--- src/rtl/gcpd_pkg.sv ---
// Shared constants and types of the Gray code pixel decoder.
package gcpd_pkg;

   localparam int PIXEL_COUNT_DEF = 524288;
   localparam int CODE_BITS_DEF   = 11;

   localparam int PIX_W      = 19;
   localparam int BITNUM_W   = 4;
   localparam int SAMPLE_W   = 8;
   localparam int COL_W      = 12;
   localparam int RANGE_W    = 25;     // holds a pixel count up to 2**24
   localparam int COLUMN_MAX = 2047;

   localparam logic signed [COL_W-1:0] COL_REJECT = -12'sd1;

   typedef enum logic {
      OP_ACCUMULATE = 1'b0,
      OP_DECODE     = 1'b1
   } op_type;

   // control that travels with an item down the pipeline
   typedef struct packed {
      logic             valid;
      logic             is_decode;
      logic             pass;       // first sample above second sample
      logic             in_range;   // pixel index addresses a store entry
      logic [PIX_W-1:0] pixel_index;
   } stage_ctrl_type;

endpackage

--- src/rtl/gcpd_decode.sv ---
// Stage C: Gray to binary, mask and saturation, result register.
module gcpd_decode #(
   parameter int CODE_BITS = gcpd_pkg::CODE_BITS_DEF
) (
   input  logic                                   clock,
   input  logic                                   reset,
   input  logic                                   advance,
   input  gcpd_pkg::stage_ctrl_type               b_ctrl,
   input  logic [CODE_BITS-1:0]                   b_code,
   output logic                                   rsp_valid,
   output logic signed [gcpd_pkg::COL_W-1:0]      rsp_column_code,
   output logic [gcpd_pkg::PIX_W-1:0]             rsp_out_pixel_index
);

   localparam int EXT_W = (CODE_BITS > gcpd_pkg::COL_W - 1) ? CODE_BITS
                                                            : gcpd_pkg::COL_W - 1;

   logic [CODE_BITS-1:0] bin;
   logic [EXT_W-1:0]     bin_ext;
   logic signed [gcpd_pkg::COL_W-1:0] column_in;

   logic                              rsp_valid_ff;
   logic signed [gcpd_pkg::COL_W-1:0] rsp_column_code_ff;
   logic [gcpd_pkg::PIX_W-1:0]        rsp_out_pixel_index_ff;

   // binary bit i is the parity of Gray bits i and above
   always_comb begin
      for (int i = 0; i < CODE_BITS; i++) begin
         bin[i] = ^(b_code >> i);
      end
   end

   assign bin_ext = EXT_W'(bin);

   always_comb begin
      if (!(b_ctrl.in_range && b_ctrl.pass)) begin
         column_in = gcpd_pkg::COL_REJECT;
      end else if (bin_ext > EXT_W'(gcpd_pkg::COLUMN_MAX)) begin
         column_in = gcpd_pkg::COL_W'(gcpd_pkg::COLUMN_MAX);
      end else begin
         column_in = gcpd_pkg::COL_W'(bin_ext);
      end
   end

   always_ff @(posedge clock) begin
      if (reset) begin
         rsp_valid_ff <= 1'b0;
      end else if (advance) begin
         rsp_valid_ff <= b_ctrl.valid && b_ctrl.is_decode;
      end
   end

   always_ff @(posedge clock) begin
      if (advance) begin
         rsp_column_code_ff     <= column_in;
         rsp_out_pixel_index_ff <= b_ctrl.pixel_index;
      end
   end

   assign rsp_valid           = rsp_valid_ff;
   assign rsp_column_code     = rsp_column_code_ff;
   assign rsp_out_pixel_index = rsp_out_pixel_index_ff;

endmodule

--- config.mk ---
export PLATFORM = sky130hd
export DESIGN_NAME = gcpd_decode
export DESIGN_NICKNAME = d
export VERILOG_FILES = /design/src/rtl/gcpd_pkg.sv /design/src/rtl/gcpd_decode.sv
export SDC_FILE = /design/constraint.sdc
export NUM_CORES = 1
export LEC_CHECK = 0
export ABC_AREA = 1
export BUFFER_PORTS_ARGS = -buffer_cell sky130_fd_sc_hd__buf_2
export CORE_ASPECT_RATIO = 1.5
export CORE_MARGIN = 2
export CORE_UTILIZATION = 46
export DETAILED_ROUTE_END_ITERATION = 16
export PLACE_DENSITY = 0.83
export REMOVE_ABC_BUFFERS = 1
export SLEW_MARGIN = 20
export SYNTH_ARGS = -nofsm -noshare
export SYNTH_HDL_FRONTEND = slang
export SYNTH_SLANG_ARGS = --single-unit
--- constraint.sdc ---
create_clock -name clock -period 2.35 [get_ports clock]
set_clock_uncertainty 0.05 [all_clocks]
set_input_delay 0.47 -clock clock [delete_from_list [all_inputs] [get_ports clock]]
set_output_delay 0.47 -clock clock [all_outputs]
set_load 0.01 [all_outputs]
* Word level (Yosys, flattened, before mapping) *
Index checks and enable logic that the tools add are counted.

word-level totals
  register bits = 32
  input bits = 37
  output and inout bits = 32
  logic and storage cells = 20

operators by class
  magnitude comparators = 1
  bitwise operators = 1
  reductions and logical operators = 14

operators by type and width
  kind                  number
  $reduce_xor 11->1     11
  $gt 11x11->1 const B  1
  $logic_and 1x1->1     2
  $reduce_or 2->1       1
  $not 1->1             1

* Logic depth before layout (Yosys ltp) *
Gate-level depths: netlist of run 1.

  depth in word-level cells = 3
  depth in mapped cells = 15
  gate-level depth less buffers = 15

* Least setup slack after synthesis of run 1 *
No wires, ideal clock.

  kind = input port to flip-flop
  start = in b_code[9]
  end = reg rsp_column_code_ff, in the netlist rsp_column_code[2], data pin
  setup time = 0.271 ns
  arrival time = 1.623 ns
  required time = 2.029 ns
  slack = 0.406 ns
  stages = 14
  buffers on the path = 0
  cells stage by stage = inv_1 > ha_1 > inv_1 > nand2_1 > nand3_1 > nand2_1 > nand2_1 > nand2_1 > nand2_1 > nand2_1 > nand2_1 > inv_2 > nand2_4 > nand3_1

on the way
  longest elaborated chain between the ends = 3
  elaborated cells between the ends (all ways) = 12
  those cells by class = order compare: 1; reduce/logical: 11

RTL lines
  item                       line               RTL
  start: declaration         gcpd_decode.sv:9   input logic [CODE_BITS-1:0] b_code,
  $reduce_xor 11->1          gcpd_decode.sv:29  bin[i] = ^(b_code >> i);
  $gt 11x11->1               gcpd_decode.sv:38  end else if (bin_ext > EXT_W'(gcpd_pkg::COLUMN_MAX)) begin
  $reduce_or 2->1 (no line)  -
  end signal: assignment     gcpd_decode.sv:55  rsp_column_code_ff <= column_in;
  end: declaration           gcpd_decode.sv:23  logic signed [gcpd_pkg::COL_W-1:0] rsp_column_code_ff;

Several ways; a longest one is shown, not always the timed one.
A chain may end at the register's enable or synchronous reset.

* Final worst setup path of run 1 *
  start = in b_code[9]
  end = reg rsp_column_code_ff, in the netlist rsp_column_code[10], data pin

on the way
  longest elaborated chain between the ends = 3
  elaborated cells between the ends (all ways) = 12
  those cells by class = order compare: 1; reduce/logical: 11

RTL lines
  item                         line
  $reduce_xor 11->1            gcpd_decode.sv:29
  $gt 11x11->1 *               gcpd_decode.sv:38
  $reduce_or 2->1 (no line) *  -

Mark *: on every way between the ends. The rest lies on a longest branch, timed or not.

==> metrics.txt, run 1 <==
clock transition at the registers of the reported paths=0.06 ns; WL final=3012 µm; Worst-Skew Late Latency=0.27 ns; CTS tree=built; GR Overflow Total=0; Bufs and invs on worst path=4; Seq/Total Area, Yosys=62.45%; WP data arrival=2.00 ns; hold slack final=0.3077 ns; DR iter-0 viols=36; fin crit period=2.034 ns; Antenna diodes=0; gpl congestion=0.8519; Commonest cells post-synth=69 x nand2_1, 31 x edfxtp_1, 16 x nand3_1, 15 x inv_1, 5 x xor2_1; CP top delay family=simple AND/OR/NAND/NOR gates; area grow syn2layout=30.40%; GRT Util Overall=17.14%; Tot Pwr=1.299 mW; Initial Utilization=48.20%; combinational family with the most area after synthesis=simple AND/OR/NAND/NOR gates; largest net degree at the start of global routing=34; max-slew violation count=0; Mean Syn Cell Area=9.761 µm²; DR vias=1278; core area=3159 µm²; hold path startpoint=reset; Syn Inst Count=156; period utilisation layout=86.56%; post-cts resize count=0; clk buf depth=2; CTS Hold Bufs=0; hpwl dp=2409 µm; clock buffer count from CTS=5; min-delay worst type=input pin to flop; First-pass DRT Iterations=6; final count of hold timing violations=0; Fmax=491.6 MHz; worst-path cell chain=buf_2 > inv_1 > ha_1 > inv_1 > nand2_1 > nand2_1 > nand2_1 > nand2_1 > nand2_1 > nand2_1 > nand2_1 > nand2_1 > nand2_1 > inv_2 > nand2_4 > nand3_1; unique cell type count in the Yosys netlist=18; Fin Setup TNS=0 ns; Post-synth ARST share=0%; Layout Utilization=62.85%; Largest stage delay, worst path=0.34 ns; Die H=74.47 µm; RSZ-0062 raised after global routing=no; transition time of the tightest slew-check pin=0.6890 ns; Yosys top cell by area=edfxtp_1; Mapped Area=1523 µm²; antenna viol nets, final=0; CP Class=input pin to flop; post-CTS setup buffers=0; DRC viols=0; dominant synthesized flop cell=edfxtp_1; post-synthesis xor/xnor area fraction=5.670%; simple-gate area share of the yosys netlist=25.14%; port bufs=68; row count=25; startpoint types=input pin; Compound-Gate Fraction of Synth Area=0.9860%; nets=268; die area=3796 µm²; vias in the first global route=1143; Slowest cell on crit path=ha_1; Worst slew margin=54.07%; vias per inst=4.733; Worst VDD drop=388.9 µV; required time worst endpoint=2.31 ns; Crit. Startpoint=b_code[9]; share of the synthesized area in the top cell type=61.13%; yosys warns=0; Crit. End Element=flop; Reg2Reg Launch Point=rsp_valid; layout cell share with drive strength beyond 1=35.65%; final setup fails=0; die width=50.98 µm; CP dominant cell by count=nand2_1; Post-synth EDFFs=31; io pins=69; Sink Count=32; top cells by area, synth=edfxtp_1 61%, nand2_1 17%, nand3_1 5.3%; global-route wire length before repair=4747 µm; leakage=1.011 nW; initial antenna violation count=0; Clk Tree Root Cell=clkbuf_8; maxcap violations=0; adder-cell share of the synthesized area=0.8217%; Critical Path Fanout Max=9; pwr dens=654.2 nW/µm²; mux cell area share after synthesis=0%; FF+latch count, synth=32; H-tree depth=2; most common cell in the synthesized netlist=nand2_1; average routed wire per standard cell=11.16 µm; status=finished, final reports clean
## logic make-up after synthesis
group / after synthesis
adder cells (fa/ha/maj): 1
XOR/XNOR: 9
AND/OR/NAND/NOR: 92
flip-flops: 32
AO/OA/AOI/OAI: 2
buffers and inverters: 20
## state kept, by name, summed over array words and instances, names as in the netlist
name                 count
rsp_valid                1
rsp_column_code         12
rsp_out_pixel_index     19
## cell usage in the layout, fill, tap and decap left out
cell type / instances
dfxtp_1: 1
nand4_1: 1
nand3_1: 16
clkinv_1: 2
nand2_1: 69
buf_2: 68
inv_1: 15
nor2_2: 1
o211ai_1: 1
xnor2_1: 3
edfxtp_1: 31
nand2_4: 1
nand2_2: 2
clkbuf_8: 5
ha_1: 1
nor2_1: 2
a211oi_1: 1
xor2_1: 5
xor2_2: 1
inv_2: 4
## per-stage QoR
stage	instance area [µm²]	setup WS (ns)	std cells
after floorplan	1519	0.4095	155
after global placement	1909	0.2027	263
after detailed placement	1909	0.08314	263
after CTS	1986	0.3762	270
after global routing	1986	0.1657	270
final	1986	0.3160	270
## worst paths after layout
path / to / slack [ns] / cells past startpoint
worst min register to register: rsp_valid / 0.44 / 2
worst max-delay path: rsp_column_code[10] / 0.32 / 16
worst min-delay path: rsp_valid / 0.31 / 2
worst max register to register: rsp_valid / 1.67 / 2
## power breakdown
| group | internal [mW] | total, mW | switching (mW) |
|---|---|---|---|
| Combinational | 0.0961 | 0.245 | 0.149 |
| Clock | 0.195 | 0.364 | 0.170 |
| Sequential | 0.679 | 0.689 | 0.0106 |
## area by class of cell
| type | instances | area [µm²] |
|---|---|---|
| clock buffer | 5 | 68.82 |
| timing repair buffer | 68 | 340.3 |
| clock inverter | 2 | 7.507 |
| sequential | 32 | 950.9 |
| inverter | 19 | 71.32 |
| tap | 40 | 50.05 |
| multi-input combinational | 104 | 496.7 |
| fill | 285 | 1174 |
## metal layers
layer  part of all wire [%]  global-route usage (%)  up-vias
met2                     47                   29.87       72
li1                       -                       -      651
met5                      0                       0        -
met3                     12                   5.221        7
met1                     38                   17.75      548
met4                    2.7                   10.81        0
Note: power is estimated with default switching activity, not from simulation.
==> run 2, diff against run 1 <==
- CELL_PAD_IN_SITES_DETAIL_PLACEMENT: not set -> 2
- CELL_PAD_IN_SITES_GLOBAL_PLACEMENT: not set -> 2
- CORE_UTILIZATION: 46 -> 26
- PLACE_DENSITY: 0.83 -> 0.81
==> metrics.txt, run 2 (synthesis gave the netlist of run 1 again) <==
status=finished, final reports clean (unchanged); Fmax=494.7 MHz (was 491.6 MHz); hpwl dp=3317 µm (was 2409 µm); io pins=69 (unchanged); max-slew violation count=0 (unchanged); Reg2Reg Launch Point=rsp_valid (unchanged); vias per inst=4.361 (was 4.733); startpoint types=input pin (unchanged); leakage=1.013 nW (was 1.011 nW); transition time of the tightest slew-check pin=0.7162 ns (was 0.6890 ns); hold slack final=0.3078 ns (was 0.3077 ns); pwr dens=653.7 nW/µm² (was 654.2 nW/µm²); average routed wire per standard cell=12.81 µm (was 11.16 µm); DR iter-0 viols=51 (was 36); fin crit period=2.021 ns (was 2.034 ns); hold path startpoint=reset (unchanged); period utilisation layout=86.01% (was 86.56%); Initial Utilization=26.51% (was 48.20%); Fin Setup TNS=0 ns (unchanged); Antenna diodes=0 (unchanged); clk buf depth=2 (unchanged); Clk Tree Root Cell=clkbuf_8 (unchanged); final setup fails=0 (unchanged); layout cell share with drive strength beyond 1=36.09% (was 35.65%); post-CTS setup buffers=0 (unchanged); Sink Count=32 (unchanged); required time worst endpoint=2.31 ns (about the same); core area=5743 µm² (was 3159 µm²); commonest non-fill, non-tap cell in the layout=nand2_1 (unchanged); Worst VDD drop=162.1 µV (was 388.9 µV); maxcap violations=0 (unchanged); nets=268 (unchanged); reg-to-reg endpoint=rsp_valid (unchanged); H-tree depth=2 (unchanged); GR Overflow Total=0 (unchanged); hold path depth=2 (unchanged); WL final=3868 µm (was 3012 µm); min-delay worst type=input pin to flop (unchanged); area grow syn2layout=33.11% (was 30.40%); gpl congestion=0.7172 (was 0.8519); most frequent cells in the layout=69 x nand2_1, 68 x buf_2, 31 x edfxtp_1 (unchanged); CP Class=input pin to flop (unchanged); GRT Util Overall=12.66% (was 17.14%); First-pass DRT Iterations=4 (was 6); antenna viol nets, final=0 (unchanged); final count of hold timing violations=0 (unchanged); # fillers=666 (was 285); DR vias=1317 (was 1278); CTS Hold Bufs=0 (unchanged); Tot Pwr=1.325 mW (was 1.299 mW); initial antenna violation count=0 (unchanged); Worst slew margin=52.25% (was 54.07%); die width=66.49 µm (was 50.98 µm); DRC viols=0 (unchanged); port bufs=68 (unchanged); global-route wire length before repair=6216 µm (was 4747 µm); Worst-Skew Late Latency=0.28 ns (was 0.27 ns); Critical Path Fanout Max=9 (unchanged); clock transition at the registers of the reported paths=0.06 ns (about the same); post-cts resize count=0 (unchanged); CTS tree=built (unchanged); r2r worst-path depth=2 (unchanged); Die H=97.73 µm (was 74.47 µm); row count=34 (was 25); Crit. End Element=flop (unchanged); R2R setup slack=1.64 ns (was 1.67 ns); largest net degree at the start of global routing=34 (unchanged); vias in the first global route=1335 (was 1143); number of flip-flops in the largest register=19 (unchanged); die area=6498 µm² (was 3796 µm²); WP data arrival=1.98 ns (was 2.00 ns); clock buffer count from CTS=5 (unchanged); hold path endpoint=rsp_valid (unchanged); RSZ-0062 raised after global routing=no (unchanged)
[run 2: worst max path at each step]
stage                   start                  to  cells after the start
floorplan           b_code[9]  rsp_column_code[2]                     14
global placement    b_code[9]  rsp_column_code[5]                     16
detailed placement  b_code[9]  rsp_column_code[9]                     16
CTS                 b_code[9]  rsp_column_code[9]                     16
global route        b_code[9]  rsp_column_code[9]                     16
finish              b_code[9]  rsp_column_code[9]                     16
[run 2: metrics by stage]
stage	setup WS, ns	utilization (%)	instance area, µm²	instances
after CTS	0.3006	35.29	2027	302
after floorplan	0.4095	-	1519	155
after global routing	0.07096	35.29	2027	302
after detailed placement	0.01616	33.94	1949	295
final	0.3287	35.29	2027	302
after global placement	0.1694	33.94	1949	295
[run 2: worst max-delay path, stage by stage]
cell     delay, ns
buf_2         0.10
inv_1         0.06
ha_1          0.35
inv_1         0.06
nand2_1       0.08
nand2_1       0.06
nand2_1       0.07
nand2_1       0.09
nand2_1       0.09
nand2_1       0.09
nand2_1       0.09
nand2_1       0.06
nand2_1       0.08
inv_2         0.04
nand2_4       0.09
nand3_1       0.10
[run 2: layer usage]
layer  track usage (%)  part of all wire [%]  wire length (µm)
met4             4.710                   1.7                64
met3             4.032                   9.6               373
met1             12.39                    35              1364
met2             23.77                    53              2066
met5                 0                     0                 0
[run 2: report_power, final]
part / switching, mW / internal (mW) / leakage (nW) / total [mW]
clock: 0.183 / 0.201 / 0.0410 / 0.384
combinational: 0.155 / 0.0961 / 0.658 / 0.252
sequential: 0.0109 / 0.679 / 0.314 / 0.689
[run 2: area by class of cell]
cell class	count	area (µm²)	share of cell area, %
Sequential cell	32	950.9	46.91
Multi-Input combinational cell	104	496.7	24.51
Timing Repair Buffer	68	340.3	16.79
Tap cell	72	90.09	4.444
Clock buffer	6	72.57	3.580
Inverter	19	71.32	3.519
Clock inverter	1	5.005	0.2469
