===== config.mk =====
export PLATFORM = sky130hd
export DESIGN_NAME = gcpd_update
export DESIGN_NICKNAME = d
export VERILOG_FILES = /design/src/rtl/gcpd_pkg.sv /design/src/rtl/gcpd_update.sv
export SDC_FILE = /design/constraint.sdc
export NUM_CORES = 1
export LEC_CHECK = 0
export BUFFER_PORTS_ARGS = -buffer_cell sky130_fd_sc_hd__buf_2
export CAP_MARGIN = 10
export CORE_ASPECT_RATIO = 1.5
export CORE_MARGIN = 8
export CORE_UTILIZATION = 55
export DETAILED_ROUTE_END_ITERATION = 6
export PLACE_DENSITY = 0.84
export SETUP_SLACK_MARGIN = 0.2
export SKIP_CTS_REPAIR_TIMING = 1
export SYNTH_ARGS = -nofsm -noshare
export SYNTH_HDL_FRONTEND = slang
export SYNTH_SLANG_ARGS = --single-unit

===== constraint.sdc =====
create_clock -name clock -period 3.45 [get_ports clock]
set_input_delay 0.69 -clock clock [delete_from_list [all_inputs] [get_ports clock]]
set_output_delay 0.69 -clock clock [all_outputs]
set_load 0.1 [all_outputs]

===== src/rtl/gcpd_pkg.sv =====
// Shared constants and types of the Gray code pixel decoder.
package gcpd_pkg;

   localparam int PIXEL_COUNT_DEF = 524288;
   localparam int CODE_BITS_DEF   = 11;

   localparam int PIX_W      = 19;
   localparam int BITNUM_W   = 4;
   localparam int SAMPLE_W   = 8;
   localparam int COL_W      = 12;
   localparam int RANGE_W    = 25;     // holds a pixel count up to 2**24
   localparam int COLUMN_MAX = 2047;

   localparam logic signed [COL_W-1:0] COL_REJECT = -12'sd1;

   typedef enum logic {
      OP_ACCUMULATE = 1'b0,
      OP_DECODE     = 1'b1
   } op_type;

   // control that travels with an item down the pipeline
   typedef struct packed {
      logic             valid;
      logic             is_decode;
      logic             pass;       // first sample above second sample
      logic             in_range;   // pixel index addresses a store entry
      logic [PIX_W-1:0] pixel_index;
   } stage_ctrl_type;

endpackage


===== src/rtl/gcpd_update.sv =====
// Stages A and B: request capture, read-modify-write of the stored word with forwarding.
module gcpd_update #(
   parameter int PIXEL_COUNT = gcpd_pkg::PIXEL_COUNT_DEF,
   parameter int CODE_BITS   = gcpd_pkg::CODE_BITS_DEF,
   localparam int ADDR_W     = (PIXEL_COUNT > 1) ? $clog2(PIXEL_COUNT) : 1
) (
   input  logic                           clock,
   input  logic                           reset,
   input  logic                           advance,
   input  logic                           take,
   input  logic                           req_operation,
   input  logic [gcpd_pkg::PIX_W-1:0]     req_pixel_index,
   input  logic [gcpd_pkg::BITNUM_W-1:0]  req_bit_number,
   input  logic [gcpd_pkg::SAMPLE_W-1:0]  req_first_sample,
   input  logic [gcpd_pkg::SAMPLE_W-1:0]  req_second_sample,
   output logic [ADDR_W-1:0]              rd_addr,
   input  logic [CODE_BITS-1:0]           rd_data,
   output logic                           wr_en,
   output logic [ADDR_W-1:0]              wr_addr,
   output logic [CODE_BITS-1:0]           wr_data,
   output gcpd_pkg::stage_ctrl_type       b_ctrl,
   output logic [CODE_BITS-1:0]           b_code
);

   gcpd_pkg::stage_ctrl_type a_ctrl_ff, a_ctrl_in;
   logic [CODE_BITS-1:0]     a_mask_ff, a_mask_in;
   logic [ADDR_W-1:0]        a_addr_ff;

   gcpd_pkg::stage_ctrl_type b_ctrl_ff;
   logic [CODE_BITS-1:0]     b_code_ff;
   logic [CODE_BITS-1:0]     b_word_ff;
   logic [ADDR_W-1:0]        b_addr_ff;
   logic                     b_wrote_ff;

   logic                 fwd_hit;
   logic [CODE_BITS-1:0] old_word;
   logic [CODE_BITS-1:0] new_word;

   assign rd_addr = ADDR_W'(req_pixel_index);

   // bit numbers past the word give an empty mask
   always_comb begin
      a_ctrl_in.valid       = take;
      a_ctrl_in.is_decode   = (req_operation == gcpd_pkg::OP_DECODE);
      a_ctrl_in.pass        = (req_first_sample > req_second_sample);
      a_ctrl_in.in_range    = (gcpd_pkg::RANGE_W'(req_pixel_index)
                               < gcpd_pkg::RANGE_W'(PIXEL_COUNT));
      a_ctrl_in.pixel_index = req_pixel_index;
      a_mask_in             = CODE_BITS'(1) << req_bit_number;
   end

   always_ff @(posedge clock) begin
      if (reset) begin
         a_ctrl_ff <= '0;
      end else if (advance) begin
         a_ctrl_ff <= a_ctrl_in;
      end
   end

   always_ff @(posedge clock) begin
      if (advance) begin
         a_mask_ff <= a_mask_in;
         a_addr_ff <= rd_addr;
      end
   end

   // the item now in stage B wrote on the edge this item read: take its word
   assign fwd_hit  = b_wrote_ff && (b_addr_ff == a_addr_ff);
   assign old_word = fwd_hit ? b_word_ff : rd_data;

   always_comb begin
      if (a_ctrl_ff.is_decode) begin
         new_word = '0;
      end else if (a_ctrl_ff.pass) begin
         new_word = old_word | a_mask_ff;
      end else begin
         new_word = old_word;
      end
   end

   assign wr_en   = advance && a_ctrl_ff.valid && a_ctrl_ff.in_range;
   assign wr_addr = a_addr_ff;
   assign wr_data = new_word;

   always_ff @(posedge clock) begin
      if (reset) begin
         b_ctrl_ff  <= '0;
         b_wrote_ff <= 1'b0;
      end else if (advance) begin
         b_ctrl_ff  <= a_ctrl_ff;
         b_wrote_ff <= a_ctrl_ff.valid && a_ctrl_ff.in_range;
      end
   end

   always_ff @(posedge clock) begin
      if (advance) begin
         b_code_ff <= old_word;
         b_word_ff <= new_word;
         b_addr_ff <= a_addr_ff;
      end
   end

   assign b_ctrl = b_ctrl_ff;
   assign b_code = b_code_ff;

endmodule


[Yosys cells after proc, flatten, opt, wreduce, memory -nomap -nowiden]
Cells that the tools add are included.
Cells by class
  order comparisons: 1
  equal/unequal tests: 1
  shift operators: 1
  mux-type cells: 3
  bitwise logic cells: 1
  reductions and logical operators: 4
Operators with widths (number)
  2-to-1 mux 11 bit: 3
  == test 19 bit: 1
  bitwise OR 11 bit: 1
  left shift 1 x 4 -> 11 bit, first input constant: 1
  greater-than comparator 8 bit: 1
  logical AND 1 bit: 4
Storage, ports and cells
  register bits: 118
  input bits: 55
  output and inout port bits: 84
  logic and storage cells: 27

[Logic depth before layout (Yosys ltp)]
Gate-level depths: netlist of the first run.
  depth after elaboration: 6
  depth in mapped cells: 7
  gate-level depth less buffers: 7

[Worst setup path before layout of the first run]
Ideal clock, no wire load.
  path type: flip-flop to output port
  start: register a_addr_ff[14], in the netlist wr_addr[14]
  end: output wr_data[0]
  arrival: 3497 ps
  path slack: -737 ps
  stages on the path, launching flop included: 7
  cell sequence: edfxtp_1 xnor2_1 nand4_1 nor3_1 buf_4 nand3_1 a31oi_1
On the way
  word-level cells in the longest chain between the ends: 6
Ends and longest elaborated chain
  start, declared: RTL line gcpd_update.sv:27  | logic [ADDR_W-1:0] a_addr_ff;
  start signal, assigned: RTL line gcpd_update.sv:63  | a_addr_ff <= rd_addr;
  == test 19 bit *: RTL line gcpd_update.sv:68  | assign fwd_hit = b_wrote_ff && (b_addr_ff == a_addr_ff);
  logical AND 1 bit *: RTL line gcpd_update.sv:68
  2-to-1 mux 11 bit *: RTL line gcpd_update.sv:69  | assign old_word = fwd_hit ? b_word_ff : rd_data;
  bitwise OR 11 bit: RTL line gcpd_update.sv:75  | new_word = old_word | a_mask_ff;
  2-to-1 mux 11 bit *: RTL line gcpd_update.sv:74  | end else if (a_ctrl_ff.pass) begin
  2-to-1 mux 11 bit *: RTL line gcpd_update.sv:72  | if (a_ctrl_ff.is_decode) begin
  end, declared: RTL line gcpd_update.sv:20  | output logic [CODE_BITS-1:0] wr_data,
Mark *: on every way between the ends. The rest lies on a longest branch, timed or not.

[Worst setup path after layout of the first run]
  start: register a_addr_ff[2], in the netlist wr_addr[2]
  end: output wr_data[10]
The elaborated chain is that of the path after synthesis.

==> results.py, run 1 <==
metrics = {
    "outcome": {
        "outcome": "complete, no violations",
    },
    "route": {
        "wirelength_um": 11000,
        "vias": 3326,
        "vias_per_cell": 5.29,
        "first_pass_iters": 4,
        "antenna_left": 0,
        "wl_per_cell_um": 17.5,
        "drc_errors": 0,
        "drtIter0Drc": 106,
    },
    "placed_design": {
        "gp_congestion": 0.791,
        "dp_slack_ns": 0.558,
        "port_buffers": 138,
        "placement.cell_area_mm2": 0.00574,
        "dpl.hpwl_um": 7900,
    },
    "timing": {
        "min_period_ns": 3.10,
        "hold_violations": 0,
        "setup_violations": 0,
        "max_slew.worst_pin.slew_ns": 1.18,
        "fin_ws_ns": 0.355,
        "setup-tns-final_ns": 0,
        "finalCritPeriodShare_pct": 89.7,
        "skew_ns": 0.00796,
        "rsz0062_at_grt": "no",
        "timing.fmax_mhz": 323,
        "drv_slew": 0,
        "relSlewSlack_pct": 21.4,
    },
    "critical_path": {
        "cp.required_ns": 2.76,
        "worstPathArrival_ns": 2.41,
        "cp_slowest_stage_delay_ns": 0.46,
        "worstPathCellList": "xnor2_1, nand4_1, or2_2, o21ai_2, a31oi_4, buf_12",
        "reg2reg_depth": 5,
        "cp-end-kind": "output port",
        "cp_max_fo": 11,
        "path_class": "flop to output port",
        "crit_buf_inv": 1,
        "worstSetupStartpoint": "wr_addr[2]",
        "start_kind": "flop",
        "crit_cells": 6,
        "path_delay_family": "simple AND/OR/NAND/NOR gates",
        "crit_path_top_delay_cell": "edfxtp_1",
        "timing.rr.start": "wr_addr[2]",
    },
    "clocking": {
        "cts-root-buf": "clkbuf_16",
        "cts_tree": "yes",
        "numCtsBuffers": 17,
        "clk_latency_ns": 0.41,
        "cts_sinks": 118,
        "clk_path_buf_depth": 2,
        "cts.clk_slew.worst_paths_ns": 0.05,
        "cts_max_level": 4,
    },
    "synth": {
        "yosysSeqAreaShare_pct": 64.3,
        "avgSynthCellArea_um2": 12.5,
        "syn_inst": 383,
        "synth_edf_count": 71,
        "syn_nets": 446,
        "synthFlopType": "edfxtp_1",
        "synthDistinctLibCells": 29,
        "yosysWarningCount": 0,
        "synthesis.area_mm2": 0.00478,
        "synthArstFlopShare_pct": 0,
        "yosys_register_bits": 118,
    },
    "floorplanning": {
        "die_area_mm2": 0.0120,
        "die_y_um": 130,
        "io_pins": 139,
        "std_cell_rows": 41,
        "coreArea_mm2": 0.00841,
        "start_util_pct": 56.8,
        "chipWidth_um": 92.1,
    },
    "power_and_ir_drop": {
        "peakVddDrop_uv": 628,
        "p_int_w": 0.00294,
        "p_leak_nw": 2.71,
        "power_density_mw_per_mm2": 657,
        "switching_power_w": 0.00125,
        "clockPowerShare_pct": 42.2,
        "seqPwrFrac_pct": 39.3,
        "combPwrFrac_pct": 18.4,
        "netSwitchingFraction_pct": 29.8,
    },
    "layout": {
        "layout_common_cells": "buf_2, edfxtp_1, nor2_1",
        "utilization_pct": 75.7,
        "final_common_cell": "buf_2",
        "area_delta_synth_final_pct": 33.2,
        "drive_above_1_share_pct": 37.5,
        "fin_nets": 572,
        "n_antenna_cell": 0,
        "final_cell_area_mm2": 0.00637,
        "nFillCells": 564,
    },
    "grt": {
        "antenna_found_initial": 1,
        "grt_max_degree": 79,
        "overflow": 0,
        "grt_pass1_wl_um": 17500,
        "track_usage_pct": 18.9,
        "grt_pass1_vias": 3535,
    },
    "flow_run": {
        "maxCapViolations": 0,
    },
    "min_path": {
        "whs_path_depth": 2,
        "hold_path.class": "flop to flop",
        "min_from": "a_ctrl_ff[19]",
    },
}
## sequential cells by signal, summed over array words and instances, names as in the netlist
name / count
a_ctrl_ff: 23
b_ctrl: 23
b_addr_ff: 19
wr_addr: 19
a_mask_ff: 11
b_code: 11
b_word_ff: 11
b_wrote_ff: 1
## worst paths after layout
check	to	slack (ns)
worst max-delay path	wr_data[10]	0.35
worst min-delay path	a_ctrl_ff[19]	0.49
worst max register to register	b_word_ff[10]	1.38
worst min register to register	a_ctrl_ff[19]	0.49
## routing by layer
metal | global-route usage [%] | vias to the layer above | routed length (um)
li1 | - | 1592 | -
met1 | 17.6 | 1592 | 3890
met2 | 35.4 | 129 | 6160
met3 | 7.99 | 11 | 887
met4 | 7.05 | 2 | 79
met5 | 0 | - | 12
## synthesized netlist by cell type (2+ instances only)
master | instances | share of area (%)
nand3_1 | 11 | 1.2
nand2_1 | 23 | 1.8
clkbuf_1 | 6 | 0.47
edfxtp_1 | 71 | 45
dfxtp_1 | 47 | 20
nand4_1 | 13 | 1.7
buf_4 | 21 | 3.3
xnor2_1 | 19 | 3.5
o21ai_0 | 2 | 0.21
mux2i_1 | 44 | 9.2
a21oi_1 | 3 | 0.31
nand2b_1 | 4 | 0.52
inv_1 | 11 | 0.86
a31oi_1 | 11 | 1.4
nor2_1 | 54 | 4.2
ha_1 | 8 | 2.1
o21a_1 | 2 | 0.31
nor3_1 | 8 | 0.84
o21ai_2 | 10 | 1.8
buf_2 | 6 | 0.63
## power by group through the flow
stage          Combinational [W]  Clock [W]  Sequential (W)
3_3_place_gp            0.000758          0         0.00167
4_1_cts                 0.000777    0.00180         0.00165
6_report                0.000771    0.00177         0.00165
2_1_floorplan           0.000354          0         0.00191
3_5_place_dp            0.000773          0         0.00167
5_1_grt                 0.000804    0.00185         0.00166
## worst reg2reg max path: stages, from the launching register on
cell	delay, ns
edfxtp_1	0.46
xnor2_1	0.29
nand4_1	0.11
or2_2	0.45
o21ai_2	0.29
a31oi_4	0.15
## per-stage QoR
| step | std cells | power, W | hold slack [ns] |
|---|---|---|---|
| after global placement | 597 | 0.00243 | 0.464 |
| after global routing | 629 | 0.00431 | 0.481 |
| after detailed placement | 597 | 0.00245 | 0.474 |
| final | 629 | 0.00419 | 0.486 |
| after floorplan | 383 | 0.00226 | 0.448 |
| after CTS | 629 | 0.00422 | 0.472 |
## cell type report
class	count	area [um2]	area share (%)
clock buffers	24	537	8.43
flip-flops and latches	118	3070	48.2
clock inverters	8	78.8	1.24
repair buffers	142	888	13.9
inverters	11	41.3	0.648
well taps	107	134	2.10
multi-input cells	219	1620	25.4
## logic make-up (layout without fill, tap and decap cells)
family / count (synthesis) / after routing / share of synthesized area [%]
AO/OA/AOI/OAI: 29 / 29 / 4.21
XOR/XNOR: 19 / 19 / 3.48
adder cells (fa/ha/maj): 8 / 8 / 2.09
buffers and inverters: 46 / 185 / 5.57
flip-flops: 118 / 118 / 64.3
multiplexers: 44 / 44 / 9.21
AND/OR/NAND/NOR: 119 / 119 / 11.1
Note: power is estimated with default switching activity, not from simulation.
==> inputs of run 2 (changes only) <==
- CAP_MARGIN: 10 -> 15
- CORE_UTILIZATION: 55 -> 51
- PLACE_DENSITY: 0.84 -> 0.79
- clock period: 3.45 -> 2.9 ns (I/O delays scaled with it)
==> results.py, run 2 (synthesis results as in run 1) <==
metrics = {
    "critical_path": {
        "cp_max_fo": 11,
        "cp.required_ns": 2.32,
        "path_class": "flop to output port",
        "start_kind": "flop",
        "worstPathArrival_ns": 2.28,
        "crit_path_top_delay_cell": "edfxtp_1",
        "cp-end-kind": "output port",
        "cp_slowest_stage_delay_ns": 0.41,
        "worstPathCellList": "xnor2_2, nand4_1, nor3_2, buf_6, nand3_1, a31oi_4, buf_12",
    },
    "placed_design": {
        "place_inst": 602,
        "port_buffers": 138,
        "gp_congestion": 0.752,
        "dpl.hpwl_um": 7830,
    },
    "clocking": {
        "cts_tree": "yes",
        "cts-root-buf": "clkbuf_16",
        "cts_sinks": 118,
        "cts_max_level": 4,
        "clk_path_buf_depth": 2,
        "clk_latency_ns": 0.41,
        "cts.clk_slew.worst_paths_ns": 0.05,
        "numCtsBuffers": 17,
    },
    "grt": {
        "grt_pass1_wl_um": 17200,
        "grt_pass1_vias": 3567,
        "antenna_found_initial": 0,
        "overflow": 0,
        "track_usage_pct": 17.4,
        "grt_max_degree": 108,
    },
    "route": {
        "drc_errors": 0,
        "drtIter0Drc": 125,
        "vias": 3360,
        "wl_per_cell_um": 17.4,
        "vias_per_cell": 5.23,
        "wirelength_um": 11200,
        "first_pass_iters": 4,
        "antenna_left": 0,
    },
    "min_path": {
        "hold_path.class": "primary input to flop",
    },
    "timing": {
        "finalCritPeriodShare_pct": 98.5,
        "min_period_ns": 2.86,
        "max_slew.worst_pin.slew_ns": 0.858,
        "setup_violations": 0,
        "timing.fmax_mhz": 350,
        "drv_slew": 0,
        "skew_ns": 0.00948,
        "rsz0062_at_grt": "yes",
        "relSlewSlack_pct": 42.8,
        "hold_violations": 0,
    },
    "power_and_ir_drop": {
        "power.total_w": 0.00490,
        "peakVddDrop_uv": 560,
        "power_density_mw_per_mm2": 750,
        "p_leak_nw": 2.79,
    },
    "outcome": {
        "outcome": "complete, no violations",
    },
    "layout": {
        "final_common_cell": "buf_2",
        "fin_nets": 581,
        "layout_common_cells": "buf_2, edfxtp_1, nor2_1",
        "drive_above_1_share_pct": 40.3,
        "nFillCells": 621,
        "area_delta_synth_final_pct": 36.5,
        "stdcell_count": 643,
        "n_antenna_cell": 0,
    },
    "floorplanning": {
        "start_util_pct": 52.0,
        "die_area_mm2": 0.0128,
        "io_pins": 139,
        "chipWidth_um": 95.1,
        "die_y_um": 135,
        "std_cell_rows": 43,
        "coreArea_mm2": 0.00920,
    },
    "flow_run": {
        "maxCapViolations": 0,
    },
}
run 2: cell types whose count changed in the layout (fill, tap and decap cells not counted), moves of 2 or more:
cell / change
xnor2_1: -8
xnor2_2: +8
buf_4: +6
nand3_1: -3
nand3_2: +3
o21ai_2: -3
o21ai_4: +3
clkbuf_1: +2
clkbuf_8: +2
run 2: worst paths after layout:
check	to	start	slack (ns)	cells past startpoint
worst max-delay path	wr_data[9]	b_addr_ff[2]	0.04	7
worst min-delay path	wr_addr[0]	req_pixel_index[0]	0.37	1
worst max register to register	b_word_ff[4]	wr_addr[11]	0.84	6
worst min register to register	b_ctrl[22]	b_ctrl[22]	0.49	2
run 2: area by class of cell:
type                       instances  area [um2]  share of cell area (%)
clock buffer                      27         547                    8.38
clock inverter                     5        31.3                   0.479
inverter                          11        41.3                   0.633
multi-input combinational        220        1730                    26.5
sequential                       118        3070                    47.1
tap                              112         140                    2.15
timing repair buffer             150         965                    14.8
run 2: layer usage:
metal,vias up,part of all wire (%),track usage [%]
met1,1611,36,17.4
met4,0,2.0,8.28
met3,20,7.1,6.50
met2,113,55,30.6
li1,1616,-,-
met5,-,0,0
run 2: per-stage QoR:
| stage | cell area [um2] | setup WS [ns] | util, % | hold WS, ns | TNS [ns] |
|---|---|---|---|---|---|
| CTS | 6350 | -0.141 | 69.1 | 0.360 | -0.982 |
| global placement | 5780 | 0.338 | 62.8 | 0.469 | 0 |
| floorplan | 4960 | -0.134 | - | 0.448 | -1.26 |
| detailed placement | 5780 | 0.307 | 62.8 | 0.481 | 0 |
| finish | 6520 | 0.0428 | 70.9 | 0.373 | 0 |
| global route | 6520 | -0.0561 | 70.9 | 0.367 | -0.439 |
run 2: where the power goes:
group / leakage [nW] / switching [W] / internal [W]
Sequential: 1.08 / 0.0000607 / 0.00190
Clock: 0.288 / 0.000696 / 0.00129
Combinational: 1.43 / 0.000717 / 0.000237
Total: 2.79 / 0.00147 / 0.00342
run 2: worst max-delay path, delay by kind of cell (launching register included):
kind                      cells  cell delay, ns
xor gates and xnor gates      1            0.26
AOI/OAI and AO/OA             1            0.25
and+or+nand+nor               3            0.54
DFF                           1            0.41
buffers and inverters         2            0.39
